## src/rtl/apg_pkg.sv

```systemverilog
// ----------------------------------------------------------------------------
// apg_pkg
// Shared types, register indexes, mode codes and LFSR constants for the
// axis pattern generator.
// ----------------------------------------------------------------------------
package apg_pkg;

    localparam int CFG_IDX_W  = 3;
    localparam int CFG_DATA_W = 16;

    // Configuration register indexes
    localparam logic [CFG_IDX_W-1:0] CFG_AXIS_MODE           = 3'd0;
    localparam logic [CFG_IDX_W-1:0] CFG_SWEEP_SPEED         = 3'd1;
    localparam logic [CFG_IDX_W-1:0] CFG_STEP_SIZE           = 3'd2;
    localparam logic [CFG_IDX_W-1:0] CFG_MIN_LIMIT           = 3'd3;
    localparam logic [CFG_IDX_W-1:0] CFG_MAX_LIMIT           = 3'd4;
    localparam logic [CFG_IDX_W-1:0] CFG_RANDOM_PAUSE_MS     = 3'd5;
    localparam logic [CFG_IDX_W-1:0] CFG_RANDOM_MIN_DISTANCE = 3'd6;

    // Axis modes
    localparam logic [1:0] MODE_HOLD   = 2'd0;
    localparam logic [1:0] MODE_SWEEP  = 2'd1;
    localparam logic [1:0] MODE_STEP   = 2'd2;
    localparam logic [1:0] MODE_RANDOM = 2'd3;

    // Register reset values
    localparam logic [1:0]         RST_AXIS_MODE           = MODE_HOLD;
    localparam logic [14:0]        RST_SWEEP_SPEED         = 15'd64;
    localparam logic [14:0]        RST_STEP_SIZE           = 15'd1024;
    localparam logic signed [15:0] RST_MIN_LIMIT           = -16'sd16384;
    localparam logic signed [15:0] RST_MAX_LIMIT           = 16'sd16384;
    localparam logic [15:0]        RST_RANDOM_PAUSE_MS     = 16'd1000;
    localparam logic [14:0]        RST_RANDOM_MIN_DISTANCE = 15'd2048;

    localparam logic [15:0] LFSR_SEED = 16'hACE1;
    localparam logic [15:0] LFSR_TAPS = 16'hB400;

    typedef struct packed {
        logic [1:0]         axis_mode;
        logic [14:0]        sweep_speed;
        logic [14:0]        step_size;
        logic signed [15:0] min_limit;
        logic signed [15:0] max_limit;
        logic [15:0]        random_pause_ms;
        logic [14:0]        random_min_distance;
    } t_cfg;

    typedef struct packed {
        logic               busy;
        logic               done;
        logic               hit;
        logic signed [15:0] target;
    } t_draw_status;

    // One shift of the Galois LFSR.
    function automatic logic [15:0] lfsr_step(input logic [15:0] s);
        logic [15:0] sh;
        sh = s >> 1;
        return s[0] ? (sh ^ LFSR_TAPS) : sh;
    endfunction

endpackage

```

## src/rtl/axis_pattern_generator_unit.sv

```systemverilog
// ----------------------------------------------------------------------------
// axis_pattern_generator_unit
// Tick-driven motion pattern generator for one servo axis.
// ----------------------------------------------------------------------------
// Each input transfer is one tick and yields exactly one result transfer.
// A tick that loads, holds or finds its pause not yet elapsed goes from
// S_DECIDE straight to S_DONE. A sweep step passes through S_SWEEP and
// S_CLAMP. A random pick passes through S_RSTART and S_DRAW, then S_RFALL and
// S_RSAT if no draw hits. The draw search runs one LFSR draw per cycle through
// the shared multiplier and stops at the first target far enough away. The
// block takes one tick at a time; a finished result waits in the output
// register while the next tick is accepted. Configuration transfers are
// always accepted and are meant to be made while no tick is in flight.
module axis_pattern_generator_unit import apg_pkg::*; #(
    parameter int STEP_PAUSE_MS   = 1000,
    parameter int RANDOM_ATTEMPTS = 20,
    parameter int POSITION_WIDTH  = 16
) (
    input  logic                  i_clk,
    input  logic                  i_rst_n,

    input  logic                  i_in_valid,
    output logic                  o_in_ready,
    input  logic [31:0]           i_now_ms,
    input  logic                  i_load,
    input  logic signed [15:0]    i_load_value,

    output logic                  o_out_valid,
    input  logic                  i_out_ready,
    output logic signed [15:0]    o_position,
    output logic                  o_direction_down,
    output logic                  o_moved,

    input  logic                  i_cfg_valid,
    output logic                  o_cfg_ready,
    input  logic [CFG_IDX_W-1:0]  i_cfg_index,
    input  logic [CFG_DATA_W-1:0] i_cfg_data
);

    localparam int W  = POSITION_WIDTH;
    localparam int AW = ((W > 16) ? W : 16) + 2;
    localparam logic [31:0] STEP_PAUSE = 32'(STEP_PAUSE_MS);
    localparam logic signed [AW-1:0] POS_HI = {{(AW-W+1){1'b0}}, {(W-1){1'b1}}};
    localparam logic signed [AW-1:0] POS_LO = {{(AW-W+1){1'b1}}, {(W-1){1'b0}}};

    localparam logic [3:0] S_IDLE   = 4'd0;
    localparam logic [3:0] S_DECIDE = 4'd1;
    localparam logic [3:0] S_SWEEP  = 4'd2;
    localparam logic [3:0] S_CLAMP  = 4'd3;
    localparam logic [3:0] S_RSTART = 4'd4;
    localparam logic [3:0] S_DRAW   = 4'd5;
    localparam logic [3:0] S_RFALL  = 4'd6;
    localparam logic [3:0] S_RSAT   = 4'd7;
    localparam logic [3:0] S_DONE   = 4'd8;

    function automatic logic signed [W-1:0] sat_pos(input logic signed [AW-1:0] v);
        if (v > POS_HI) return POS_HI[W-1:0];
        if (v < POS_LO) return POS_LO[W-1:0];
        return v[W-1:0];
    endfunction

    t_cfg         cfg;
    t_draw_status draw_st;

    logic [3:0]          r_state,   n_state;
    logic [31:0]         r_now,     n_now;
    logic                r_load,    n_load;
    logic signed [15:0]  r_load_value, n_load_value;
    logic signed [W-1:0] r_pos,     n_pos;
    logic                r_down,    n_down;
    logic [31:0]         r_last,    n_last;
    logic                r_moved,   n_moved;
    logic                r_up_side, n_up_side;
    logic signed [AW-1:0] r_sum,    n_sum;
    logic                r_out_valid, n_out_valid;
    logic signed [15:0]  r_out_position, n_out_position;
    logic                r_out_down, n_out_down;
    logic                r_out_moved, n_out_moved;

    logic [31:0]          elapsed;
    logic signed [AW-1:0] pos_ext;
    logic signed [AW-1:0] min_ext;
    logic signed [AW-1:0] max_ext;
    logic signed [AW-1:0] load_ext;
    logic signed [AW-1:0] target_ext;
    logic [14:0]          add_mag;
    logic signed [AW-1:0] add_b;
    logic                 add_sub;
    logic signed [AW-1:0] sum_out;
    logic signed [AW-1:0] clamp_p;
    logic                 clamp_down;
    logic                 in_accept;
    logic                 draw_start;

    apg_cfg_regs u_cfg (
        .i_clk       (i_clk),
        .i_rst_n     (i_rst_n),
        .i_cfg_valid (i_cfg_valid),
        .o_cfg_ready (o_cfg_ready),
        .i_cfg_index (i_cfg_index),
        .i_cfg_data  (i_cfg_data),
        .o_cfg       (cfg)
    );

    apg_draw_unit #(
        .POSITION_WIDTH  (POSITION_WIDTH),
        .RANDOM_ATTEMPTS (RANDOM_ATTEMPTS)
    ) u_draw (
        .i_clk    (i_clk),
        .i_rst_n  (i_rst_n),
        .i_start  (draw_start),
        .i_cur    (r_pos),
        .i_cfg    (cfg),
        .o_status (draw_st)
    );

    assign o_in_ready       = (r_state == S_IDLE);
    assign in_accept        = i_in_valid && o_in_ready;
    assign draw_start       = (r_state == S_RSTART);
    assign o_out_valid      = r_out_valid;
    assign o_position       = r_out_position;
    assign o_direction_down = r_out_down;
    assign o_moved          = r_out_moved;

    assign elapsed    = r_now - r_last;
    assign pos_ext    = {{(AW-W){r_pos[W-1]}}, r_pos};
    assign min_ext    = {{(AW-16){cfg.min_limit[15]}}, cfg.min_limit};
    assign max_ext    = {{(AW-16){cfg.max_limit[15]}}, cfg.max_limit};
    assign load_ext   = {{(AW-16){r_load_value[15]}}, r_load_value};
    assign target_ext = {{(AW-16){draw_st.target[15]}}, draw_st.target};

    // Shared adder: sweep increment in S_SWEEP, fallback distance otherwise.
    always_comb begin
        if (r_state == S_SWEEP) begin
            add_mag = (cfg.axis_mode == MODE_STEP) ? cfg.step_size : cfg.sweep_speed;
            add_sub = r_down;
        end else begin
            add_mag = cfg.random_min_distance;
            add_sub = !r_up_side;
        end
    end

    assign add_b   = {{(AW-15){1'b0}}, add_mag};
    assign sum_out = add_sub ? (pos_ext - add_b) : (pos_ext + add_b);

    // The max test comes first, so reversed limits settle at min moving up.
    always_comb begin
        clamp_p    = r_sum;
        clamp_down = r_down;
        if (clamp_p >= max_ext) begin
            clamp_p    = max_ext;
            clamp_down = 1'b1;
        end
        if (clamp_p <= min_ext) begin
            clamp_p    = min_ext;
            clamp_down = 1'b0;
        end
    end

    always_comb begin
        n_state        = r_state;
        n_now          = r_now;
        n_load         = r_load;
        n_load_value   = r_load_value;
        n_pos          = r_pos;
        n_down         = r_down;
        n_last         = r_last;
        n_moved        = r_moved;
        n_up_side      = r_up_side;
        n_sum          = r_sum;
        n_out_valid    = r_out_valid && !i_out_ready;
        n_out_position = r_out_position;
        n_out_down     = r_out_down;
        n_out_moved    = r_out_moved;

        unique case (r_state)
            S_IDLE: begin
                if (in_accept) begin
                    n_now        = i_now_ms;
                    n_load       = i_load;
                    n_load_value = i_load_value;
                    n_state      = S_DECIDE;
                end
            end
            S_DECIDE: begin
                n_moved = 1'b0;
                n_state = S_DONE;
                if (r_load) begin
                    n_pos   = sat_pos(load_ext);
                    n_down  = 1'b0;
                    n_moved = 1'b1;
                end else begin
                    unique case (cfg.axis_mode)
                        MODE_HOLD: begin
                            n_moved = 1'b0;
                        end
                        MODE_SWEEP: begin
                            n_moved = 1'b1;
                            n_state = S_SWEEP;
                        end
                        MODE_STEP: begin
                            if (elapsed >= STEP_PAUSE) begin
                                n_last  = r_now;
                                n_moved = 1'b1;
                                n_state = S_SWEEP;
                            end
                        end
                        MODE_RANDOM: begin
                            if (elapsed >= {16'd0, cfg.random_pause_ms}) begin
                                n_last  = r_now;
                                n_moved = 1'b1;
                                if (cfg.max_limit > cfg.min_limit) begin
                                    n_state = S_RSTART;
                                end
                            end
                        end
                        default: n_moved = 1'b0;
                    endcase
                end
            end
            S_SWEEP: begin
                n_sum   = sum_out;
                n_state = S_CLAMP;
            end
            S_CLAMP: begin
                n_pos   = sat_pos(clamp_p);
                n_down  = clamp_down;
                n_state = S_DONE;
            end
            S_RSTART: begin
                n_up_side = (pos_ext <<< 1) < (min_ext + max_ext);
                n_state   = S_DRAW;
            end
            S_DRAW: begin
                if (draw_st.done) begin
                    if (draw_st.hit) begin
                        n_pos   = sat_pos(target_ext);
                        n_state = S_DONE;
                    end else begin
                        n_state = S_RFALL;
                    end
                end
            end
            S_RFALL: begin
                n_sum   = sum_out;
                n_state = S_RSAT;
            end
            S_RSAT: begin
                n_pos   = sat_pos(r_sum);
                n_state = S_DONE;
            end
            S_DONE: begin
                if (!r_out_valid || i_out_ready) begin
                    n_out_valid    = 1'b1;
                    n_out_position = pos_ext[15:0];
                    n_out_down     = r_down;
                    n_out_moved    = r_moved;
                    n_state        = S_IDLE;
                end
            end
            default: n_state = S_IDLE;
        endcase
    end

    always_ff @(posedge i_clk) begin
        if (!i_rst_n) begin
            r_state     <= S_IDLE;
            r_pos       <= '0;
            r_down      <= 1'b0;
            r_last      <= '0;
            r_moved     <= 1'b0;
            r_out_valid <= 1'b0;
        end else begin
            r_state     <= n_state;
            r_pos       <= n_pos;
            r_down      <= n_down;
            r_last      <= n_last;
            r_moved     <= n_moved;
            r_out_valid <= n_out_valid;
        end
    end

    always_ff @(posedge i_clk) begin
        r_now          <= n_now;
        r_load         <= n_load;
        r_load_value   <= n_load_value;
        r_up_side      <= n_up_side;
        r_sum          <= n_sum;
        r_out_position <= n_out_position;
        r_out_down     <= n_out_down;
        r_out_moved    <= n_out_moved;
    end

    a_accept_decides: assert property (@(posedge i_clk) disable iff (!i_rst_n)
        in_accept |=> (r_state == S_DECIDE))
        else $error("accepted tick did not enter decision state");

    a_draw_done_in_draw: assert property (@(posedge i_clk) disable iff (!i_rst_n)
        draw_st.done |-> (r_state == S_DRAW))
        else $error("draw search finished outside the draw state");

    a_idle_draw_quiet: assert property (@(posedge i_clk) disable iff (!i_rst_n)
        (r_state == S_IDLE) |-> !draw_st.busy)
        else $error("draw search still busy while idle");

    a_moving_states_moved: assert property (@(posedge i_clk) disable iff (!i_rst_n)
        (r_state == S_SWEEP || r_state == S_CLAMP || r_state == S_RSTART
         || r_state == S_DRAW || r_state == S_RFALL || r_state == S_RSAT) |-> r_moved)
        else $error("position update in progress without moved flag");

    a_result_written: assert property (@(posedge i_clk) disable iff (!i_rst_n)
        (r_state == S_DONE && (!r_out_valid || i_out_ready)) |=> o_out_valid)
        else $error("finished tick did not reach the output register");

endmodule

```

## src/rtl/apg_cfg_regs.sv

```systemverilog
// ----------------------------------------------------------------------------
// apg_cfg_regs
// Configuration register file, written one register per transfer.
// ----------------------------------------------------------------------------
module apg_cfg_regs import apg_pkg::*; (
    input  logic                  i_clk,
    input  logic                  i_rst_n,
    input  logic                  i_cfg_valid,
    output logic                  o_cfg_ready,
    input  logic [CFG_IDX_W-1:0]  i_cfg_index,
    input  logic [CFG_DATA_W-1:0] i_cfg_data,
    output t_cfg                  o_cfg
);

    t_cfg r_cfg;
    t_cfg n_cfg;

    assign o_cfg_ready = 1'b1;
    assign o_cfg       = r_cfg;

    always_comb begin
        n_cfg = r_cfg;
        if (i_cfg_valid) begin
            unique case (i_cfg_index)
                CFG_AXIS_MODE:           n_cfg.axis_mode           = i_cfg_data[1:0];
                CFG_SWEEP_SPEED:         n_cfg.sweep_speed         = i_cfg_data[14:0];
                CFG_STEP_SIZE:           n_cfg.step_size           = i_cfg_data[14:0];
                CFG_MIN_LIMIT:           n_cfg.min_limit           = i_cfg_data;
                CFG_MAX_LIMIT:           n_cfg.max_limit           = i_cfg_data;
                CFG_RANDOM_PAUSE_MS:     n_cfg.random_pause_ms     = i_cfg_data;
                CFG_RANDOM_MIN_DISTANCE: n_cfg.random_min_distance = i_cfg_data[14:0];
                default:                 n_cfg = r_cfg;
            endcase
        end
    end

    always_ff @(posedge i_clk) begin
        if (!i_rst_n) begin
            r_cfg.axis_mode           <= RST_AXIS_MODE;
            r_cfg.sweep_speed         <= RST_SWEEP_SPEED;
            r_cfg.step_size           <= RST_STEP_SIZE;
            r_cfg.min_limit           <= RST_MIN_LIMIT;
            r_cfg.max_limit           <= RST_MAX_LIMIT;
            r_cfg.random_pause_ms     <= RST_RANDOM_PAUSE_MS;
            r_cfg.random_min_distance <= RST_RANDOM_MIN_DISTANCE;
        end else begin
            r_cfg <= n_cfg;
        end
    end

endmodule

```

## src/rtl/apg_draw_unit.sv

```systemverilog
// ----------------------------------------------------------------------------
// apg_draw_unit
// Random target search: one LFSR draw per cycle through a shared registered
// multiplier, with the distance test in the cycle after each draw.
// ----------------------------------------------------------------------------
module apg_draw_unit import apg_pkg::*; #(
    parameter int POSITION_WIDTH  = 16,
    parameter int RANDOM_ATTEMPTS = 20
) (
    input  logic                             i_clk,
    input  logic                             i_rst_n,
    input  logic                             i_start,
    input  logic signed [POSITION_WIDTH-1:0] i_cur,
    input  t_cfg                             i_cfg,
    output t_draw_status                     o_status
);

    localparam int W     = POSITION_WIDTH;
    localparam int CNT_W = $clog2(RANDOM_ATTEMPTS + 1);
    localparam int DW    = ((W > 17) ? W : 17) + 2;
    localparam logic [CNT_W-1:0] ATTEMPTS = CNT_W'(RANDOM_ATTEMPTS);

    logic [15:0]        r_lfsr;
    logic [15:0]        r_range;
    logic signed [15:0] r_min;
    logic signed [W-1:0] r_cur;
    logic [14:0]        r_dist;
    logic [CNT_W-1:0]   r_issued;
    logic               r_prod_valid;
    logic [15:0]        r_prod;
    logic [15:0]        r_prod_lfsr;
    logic               r_busy;
    logic               r_done;
    logic               r_hit;
    logic signed [15:0] r_target;

    logic [15:0]         lfsr_next;
    logic [29:0]         prod_full;
    logic signed [DW-1:0] target_ext;
    logic signed [DW-1:0] cur_ext;
    logic signed [DW-1:0] dist_ext;
    logic signed [DW-1:0] diff;
    logic                issue_en;
    logic                hit;
    logic                last_miss;

    assign lfsr_next  = lfsr_step(r_lfsr);
    assign prod_full  = {16'd0, lfsr_next[13:0]} * {14'd0, r_range};
    assign target_ext = {{(DW-16){r_min[15]}}, r_min} + {{(DW-16){1'b0}}, r_prod};
    assign cur_ext    = {{(DW-W){r_cur[W-1]}}, r_cur};
    assign dist_ext   = {{(DW-15){1'b0}}, r_dist};
    assign diff       = target_ext - cur_ext;

    assign issue_en  = r_busy && (r_issued != ATTEMPTS);
    assign hit       = r_busy && r_prod_valid && (diff >= dist_ext || diff <= -dist_ext);
    assign last_miss = r_busy && r_prod_valid && !hit && !issue_en;

    assign o_status.busy   = r_busy;
    assign o_status.done   = r_done;
    assign o_status.hit    = r_hit;
    assign o_status.target = r_target;

    always_ff @(posedge i_clk) begin
        if (!i_rst_n) begin
            r_lfsr       <= LFSR_SEED;
            r_busy       <= 1'b0;
            r_done       <= 1'b0;
            r_prod_valid <= 1'b0;
            r_issued     <= '0;
            r_hit        <= 1'b0;
        end else begin
            r_done <= 1'b0;
            if (i_start) begin
                r_busy       <= 1'b1;
                r_issued     <= '0;
                r_prod_valid <= 1'b0;
            end else if (r_busy) begin
                r_prod_valid <= issue_en;
                if (issue_en) begin
                    r_issued <= r_issued + 1'b1;
                end
                // On a hit the LFSR is rolled back to the state right after
                // the winning draw, discarding the draw issued meanwhile.
                if (hit) begin
                    r_lfsr <= r_prod_lfsr;
                end else if (issue_en) begin
                    r_lfsr <= lfsr_next;
                end
                if (hit || last_miss) begin
                    r_busy <= 1'b0;
                    r_done <= 1'b1;
                    r_hit  <= hit;
                end
            end
        end
    end

    always_ff @(posedge i_clk) begin
        if (i_start) begin
            r_range <= 16'(i_cfg.max_limit - i_cfg.min_limit);
            r_min   <= i_cfg.min_limit;
            r_cur   <= i_cur;
            r_dist  <= i_cfg.random_min_distance;
        end
        if (issue_en) begin
            r_prod      <= prod_full[29:14];
            r_prod_lfsr <= lfsr_next;
        end
        if (hit) begin
            r_target <= target_ext[15:0];
        end
    end

endmodule
```

## config.mk

```make
export PLATFORM = sky130hd
export DESIGN_NAME = axis_pattern_generator_unit
export DESIGN_NICKNAME = d
export VERILOG_FILES = /design/src/rtl/apg_pkg.sv /design/src/rtl/axis_pattern_generator_unit.sv /design/src/rtl/apg_cfg_regs.sv /design/src/rtl/apg_draw_unit.sv
export SDC_FILE = /design/constraint.sdc
export NUM_CORES = 1
export LEC_CHECK = 0
export ABC_CLOCK_PERIOD_IN_PS = 8700
export BUFFER_PORTS_ARGS = -buffer_cell sky130_fd_sc_hd__buf_2
export CORE_ASPECT_RATIO = 2
export CORE_UTILIZATION = 55
export CTS_CLUSTER_SIZE = 30
export DETAILED_ROUTE_END_ITERATION = 8
export PLACE_DENSITY = 0.72
export SYNTH_ARGS = -nofsm -noshare
export SYNTH_HDL_FRONTEND = slang
export SYNTH_SLANG_ARGS = --single-unit
```

## constraint.sdc

```tcl
create_clock -name i_clk -period 8.7 [get_ports i_clk]
set_clock_uncertainty 0.1 [all_clocks]
set_input_delay 0.435 -clock i_clk [delete_from_list [all_inputs] [get_ports i_clk]]
set_output_delay 0.435 -clock i_clk [all_outputs]
set_load 0.01 [all_outputs]
```

[Word-level counts from Yosys, hierarchy flattened]
Index checks and enable logic that the tools add are counted.
Storage, ports and cells
  input bits: 73
  latch bits: 0
  register bits after elaboration: 372
  bits in writable memories: 0
  memories kept: 0
  ROM bits: 0
Operators by class
  reduce and logical (&&, ||, !) cells: 42
  $lt $le $gt $ge: 16
  add/sub/neg operators: 9
  $mul: 1
  shift operators: 0
  equal/unequal tests: 26
  muxes and demuxes: 82
  bitwise operators: 5
  divide/modulo/power cells: 0
Operators with widths (count)
  16-bit two-way mux: 22
  32-bit two-way mux: 2
  16-bit one-hot mux with 4 select lines: 1
  32-bit one-hot mux with 2 select lines: 1
  18-bit two-way mux: 3
  1-bit two-way mux: 39
  18-bit by 16-bit greater-than comparator with 1-bit output, second input constant: 2
  18-bit by 16-bit less-than comparator with 1-bit output, second input constant: 2
  16-bit by 16-bit adder with 17-bit output: 2
  32-bit by 10-bit >= comparator with 1-bit output, second input constant: 1
  32-bit by 16-bit >= comparator with 1-bit output: 1
  16-bit greater-than comparator, second input constant: 2
  16-bit less-than comparator, second input constant: 2
  4-bit two-way mux: 8
  4-bit one-hot mux with 8 select lines: 1
  32-bit subtractor: 1
  14-bit by 16-bit multiplier with 30-bit output: 1
  15-bit two-way mux: 2
  2-bit AND reduction: 10
  19-bit by 16-bit >= comparator with 1-bit output: 1
  19-bit <= comparator: 1
  15-bit negator with 19-bit output: 1
  18-bit by 16-bit subtractor with 19-bit output: 1
  16-bit by 17-bit adder with 18-bit output: 1
  38 further kinds: 73

[Logic depth before layout (Yosys ltp)]
  depth in word-level cells: 14
  depth in mapped cells: 34
  mapped depth without buffers: 32

[Modules after synthesis]
From an unflattened synthesis, not the netlist that was laid out.
Second synthesis, totals
  cells, all modules: 3213
  area total of the unflattened synthesis: 30511.8 µm²
Modules (own cells, without submodules)
  apg_draw_unit: seq. area each 3833.7 µm², times used 1, area each 14808.0 µm², cells each 1487
  axis_pattern_generator_unit: seq. area each 3653.5 µm², times used 1, area each 12025.3 µm², cells each 1376
  apg_cfg_regs: seq. area each 1901.8 µm², times used 1, area each 3678.5 µm², cells each 350

[Worst setup path after synthesis]
No wires, ideal clock.
  path type: reg-to-reg
  from: register u_draw.r_lfsr[0]
  to: register u_draw.r_prod[15] (data pin)
  path slack: 1677 ps
  setup time: 263 ps
  arrival: 6660 ps
  path buffers: 1
  period minus slack after synthesis: 7023 ps
  stages on the path, launching flop included: 25
  cells stage by stage: dfxtp_1 > xor2_1 > clkbuf_1 > nand2_1 > fa_1 > fa_1 > inv_1 > fa_1 > inv_1 > fa_1 > inv_1 > fa_1 > fa_1 > ha_1 > o21a_1 > o21a_1 > o21ai_0 > o31a_1 > o31ai_1 > o211ai_1 > a21oi_1 > and2_1 > o41a_1 > a311oi_1 > xnor2_1
On the way
  word-level cells in the longest chain between the ends: 2
RTL lines
  start: declaration: RTL line apg_draw_unit.sv:23  | logic [15:0] r_lfsr;
  start signal: assignment: RTL line apg_draw_unit.sv:85  | r_lfsr <= r_prod_lfsr;
  start signal: assignment: RTL line apg_draw_unit.sv:87  | r_lfsr <= lfsr_next;
  16-bit two-way mux: RTL line apg_pkg.sv:59  | return s[0] ? (sh ^ LFSR_TAPS) : sh;
  net u_draw.lfsr_next[13]: RTL line apg_draw_unit.sv:37  | logic [15:0] lfsr_next;
  14-bit by 16-bit multiplier with 30-bit output: RTL line apg_draw_unit.sv:48  | assign prod_full = {16'd0, lfsr_next[13:0]} * {14'd0, r_range};
  net u_draw.prod_full[29]: RTL line apg_draw_unit.sv:38  | logic [29:0] prod_full;
  end signal: assignment: RTL line apg_draw_unit.sv:106  | r_prod <= prod_full[29:14];
  end: declaration: RTL line apg_draw_unit.sv:30  | logic [15:0] r_prod;
The timed path passes the listed nets, and every way through them passes these cells.
A chain may end at the register's enable or synchronous reset.

[Worst setup path after layout]
  from: register u_draw.r_prod[0]
  to: register u_draw.r_lfsr[7]
On the way
  word-level cells in the longest chain between the ends: 7
  elaborated cells on any way between the ends: 9
  those cells by class: 2 x add/sub; 2 x order compare; 1 x mux; 4 x reduce/logical
RTL lines
  16-bit by 17-bit adder with 18-bit output (*): RTL line apg_draw_unit.sv:49  | assign target_ext = {{(DW-16){r_min[15]}}, r_min} + {{(DW-16){1'b0}}, r_prod};
  net u_draw.target_ext[14]: RTL line apg_draw_unit.sv:39  | logic signed [DW-1:0] target_ext;
  18-bit by 16-bit subtractor with 19-bit output (*): RTL line apg_draw_unit.sv:52  | assign diff = target_ext - cur_ext;
  19-bit by 16-bit >= comparator with 1-bit output / 19-bit <= comparator (equally long branches): RTL line apg_draw_unit.sv:55  | assign hit = r_busy && r_prod_valid && (diff >= dist_ext || diff <= -dist_ext);
  1-bit logical OR (*): RTL line apg_draw_unit.sv:55
  1-bit logical AND (*): RTL line apg_draw_unit.sv:55
  2-bit nonzero test (no line)
  3-bit AND reduction (no line)
The timed path passes the listed nets; every way through them passes the cells marked *.

==> impl_metrics.ini <==
[power]
ir_drop_uv = 188
total_power_w = 0.00407
p_leak_nw = 13.7
power.density_nw_per_um2 = 125

[route]
vias = 24500
met3_length_microns = 3930
vias_per_cell = 6.01
drc = 4
dr.pass1.iters = 8
met2_length_microns = 50500
m1WireLength_microns = 29400
drt-initial-drc-count = 1247
highest_layer = met4
wl_per_cell_microns = 22.9
routed_wl_microns = 93200
ant_nets = 0

[clock_tree]
path_clk_slew_ps = 70
cts_root_buffer = clkbuf_16
cts_buffers = 36
cts_tree = done
cts-resized-gates = 0
clock_path_buffers = 3
clock_latency_ps = 570
cts_sinks = 371
h-tree-depth = 2

[placement]
io_buffers = 92
routabilityCongestion = 1.03
dpl.hpwl_microns = 74700

[cells_and_area]
final_util_pct = 60.7
syn_to_final_growth_pct = 8.95
fillers = 4624
drive_above_1_share_pct = 6.74
final_nets = 3924

[global_routing]
gr-total-overflow = 0
grt_max_degree = 102
gr-usage-all-layers_pct = 34.4
grt_pass1_wl_microns = 143000
grt_pass1_vias = 25400
antenna_found_initial = 1

[die]
rows = 120
die_x_microns = 167
die_area_sq_um = 55100
fp.coreArea_sq_um = 53500
ioPinCount = 94
fp.dieH_microns = 331
initial_core_util_pct = 55.7

[timing]
finalMaxSlewViolations = 0
rsz0062_at_grt = no
slew_headroom_pct = 24.1
fin_crit_sh_pct = 87.3
hold_violations = 0
clock.fmax_ghz = 0.132
setup_viol = 0
fin_crit_ps = 7590
hold_ws_ps = 95.0
setup_tns_ps = 0
max_slew.worst_pin.slew_ps = 1130

[yosys]
ys_warn_count = 0
synth_cell_types = 85
avgSynthCellArea_sq_um = 9.02
synth-async-reset-ratio_pct = 0
synth_edf_count = 196
ys_ff_latch = 371
yosysSeqAreaShare_pct = 31.5
yosys_most_used_dff = edfxtp_1
synth_nets = 3855
syn-cell-area_sq_um = 29800
synth_cells = 3303

[critical_path]
worstSetupEndpointType = register
cp_slowest_cell = or4_1
worst-path-max-fanout = 8
crit_buf_inv = 1
arrival_ps = 7990
cp.required_ps = 9100
critPathTopFamily = compound AO/OA/AOI/OAI gates
startpoint_type = register
crit_type = register to register
slowest_delay_ps = 530

[min_path]
hold_path.class = primary input to register

[run_status]
violations = design-rule violations
status = finished with violations

[run]
drv_cap = 0
==> path summary, 6_finish.rpt <==
path                                   start                            end  slack, ps  cells after the start
hold / removal                i_cfg_data[15]   u_cfg.o_cfg[30]$_SDFFE_PN0P_         90                      3
setup reg to reg  u_draw.r_prod[0]$_DFFE_PP_  u_draw.r_lfsr[7]$_SDFFE_PN1P_       1110                     32
hold reg to reg        r_pos[2]$_SDFFE_PN0P_        o_position[2]$_DFFE_PP_        350                      0
setup / recovery  u_draw.r_prod[0]$_DFFE_PP_  u_draw.r_lfsr[7]$_SDFFE_PN1P_       1110                     32
==> power by group <==
group	switching, W	total (W)	internal [W]
registers	0.0000346	0.00192	0.00188
logic	0.000333	0.000540	0.000207
clock network	0.000716	0.00161	0.000894
==> layer usage <==
metal	vias to the layer above	track usage, %
li1	11500	-
met1	11800	31.1
met2	843	67.1
met3	370	3.99
met4	0	30.0
met5	-	0
==> Yosys cell counts, types with 6 or more instances <==
cell | number | share of area [%]
o21bai_1 | 17 | 0.43
nor3_1 | 39 | 0.66
a21o_1 | 40 | 1.0
dfxtp_1 | 175 | 12
ha_1 | 309 | 13
o21ai_0 | 141 | 2.4
a21boi_0 | 90 | 2.3
and2_1 | 100 | 2.1
buf_1 | 8 | 0.10
inv_1 | 344 | 4.3
or3_1 | 16 | 0.34
clkbuf_1 | 121 | 1.5
xor2_1 | 46 | 1.4
edfxtp_1 | 196 | 20
nand2_1 | 508 | 6.4
or2_2 | 8 | 0.17
mux2i_1 | 26 | 0.87
a2111oi_0 | 7 | 0.21
fa_1 | 170 | 11
a311oi_1 | 6 | 0.18
nor2b_1 | 40 | 0.84
o22ai_1 | 12 | 0.25
o211ai_1 | 38 | 0.96
and4_1 | 8 | 0.24
nor4_1 | 14 | 0.29
nand4_1 | 28 | 0.59
a22oi_1 | 16 | 0.40
a31oi_1 | 22 | 0.46
nor2_1 | 153 | 1.9
and3_1 | 15 | 0.32
o21a_1 | 32 | 0.81
o21ai_1 | 27 | 0.45
nand2b_1 | 28 | 0.59
a21oi_1 | 172 | 2.9
buf_6 | 7 | 0.26
a211oi_1 | 19 | 0.48
o21ai_2 | 8 | 0.24
o31ai_1 | 9 | 0.23
xnor2_1 | 88 | 2.6
nand3_1 | 92 | 1.5
o2111ai_1 | 12 | 0.35
==> metrics by stage <==
step | setup WS, ps | std cells | area, sq um
global placement | 1280 | 3956 | 30700
global route | 514 | 4072 | 32400
CTS | 1100 | 4071 | 32400
finish | 1110 | 4074 | 32400
floorplan | 1680 | 3303 | 29800
detailed placement | 1150 | 3956 | 30700
==> worst min-delay path: stages <==
cell and delay (ps):
buf_2 140, nand2_1 60, a21boi_0 70
==> repair_timing <==
action                    4_1_cts  5_1_grt
hold endpoints to repair       49        0
hold buffers                   49        0
buffers inserted                0        0
==> layout by cell type, fill, tap and decap left out, drive strengths merged, types with 39 or more instances in the layout <==
master / count
inv: 346
nand3: 96
a21boi: 90
o21ai: 176
dfxtp: 175
edfxtp: 196
xnor2: 88
nor2: 153
and2: 100
a21oi: 173
nor2b: 40
nor3: 39
dlygate4sd3: 49
a21o: 41
clkbuf: 46
o211ai: 40
nand2: 508
ha: 309
xor2: 46
fa: 170
buf: 128
==> area by class of cell <==
type                    count  area, sq um  area share, %
clock inverters            20          188          0.579
inverters                 345         1290           3.99
well taps                 671          840           2.59
flip-flops and latches    371         9390           28.9
clock buffers              46         1010           3.12
multi-input cells        2441        18500           57.0
diodes                      3         7.51         0.0231
repair buffers            177         1220           3.77
==> state kept, by name (all words and copies together) (netlist names), 4 cells and up <==
register,count
u_cfg.o_cfg,95
r_last,32
r_now,32
r_sum,17
o_position,16
r_load_value,16
r_pos,16
u_draw.r_cur,16
u_draw.r_lfsr,16
u_draw.r_min,16
u_draw.r_prod,16
u_draw.r_prod_lfsr,16
u_draw.r_range,16
u_draw.r_target,16
u_draw.r_dist,15
u_draw.r_issued,5
r_state,4
==> cells by family after synthesis <==
logic type,after synthesis,share of synthesized area [%]
adders and majority gates,479,24.4
other,1,0.0126
muxes,27,0.912
xor gates and xnor gates,134,3.94
DFF,371,31.5
buffers and inverters,491,6.48
AOI/OAI and AO/OA,725,15.9
and+or+nand+nor,1075,16.8
Power figures use the tool's default switching activity.
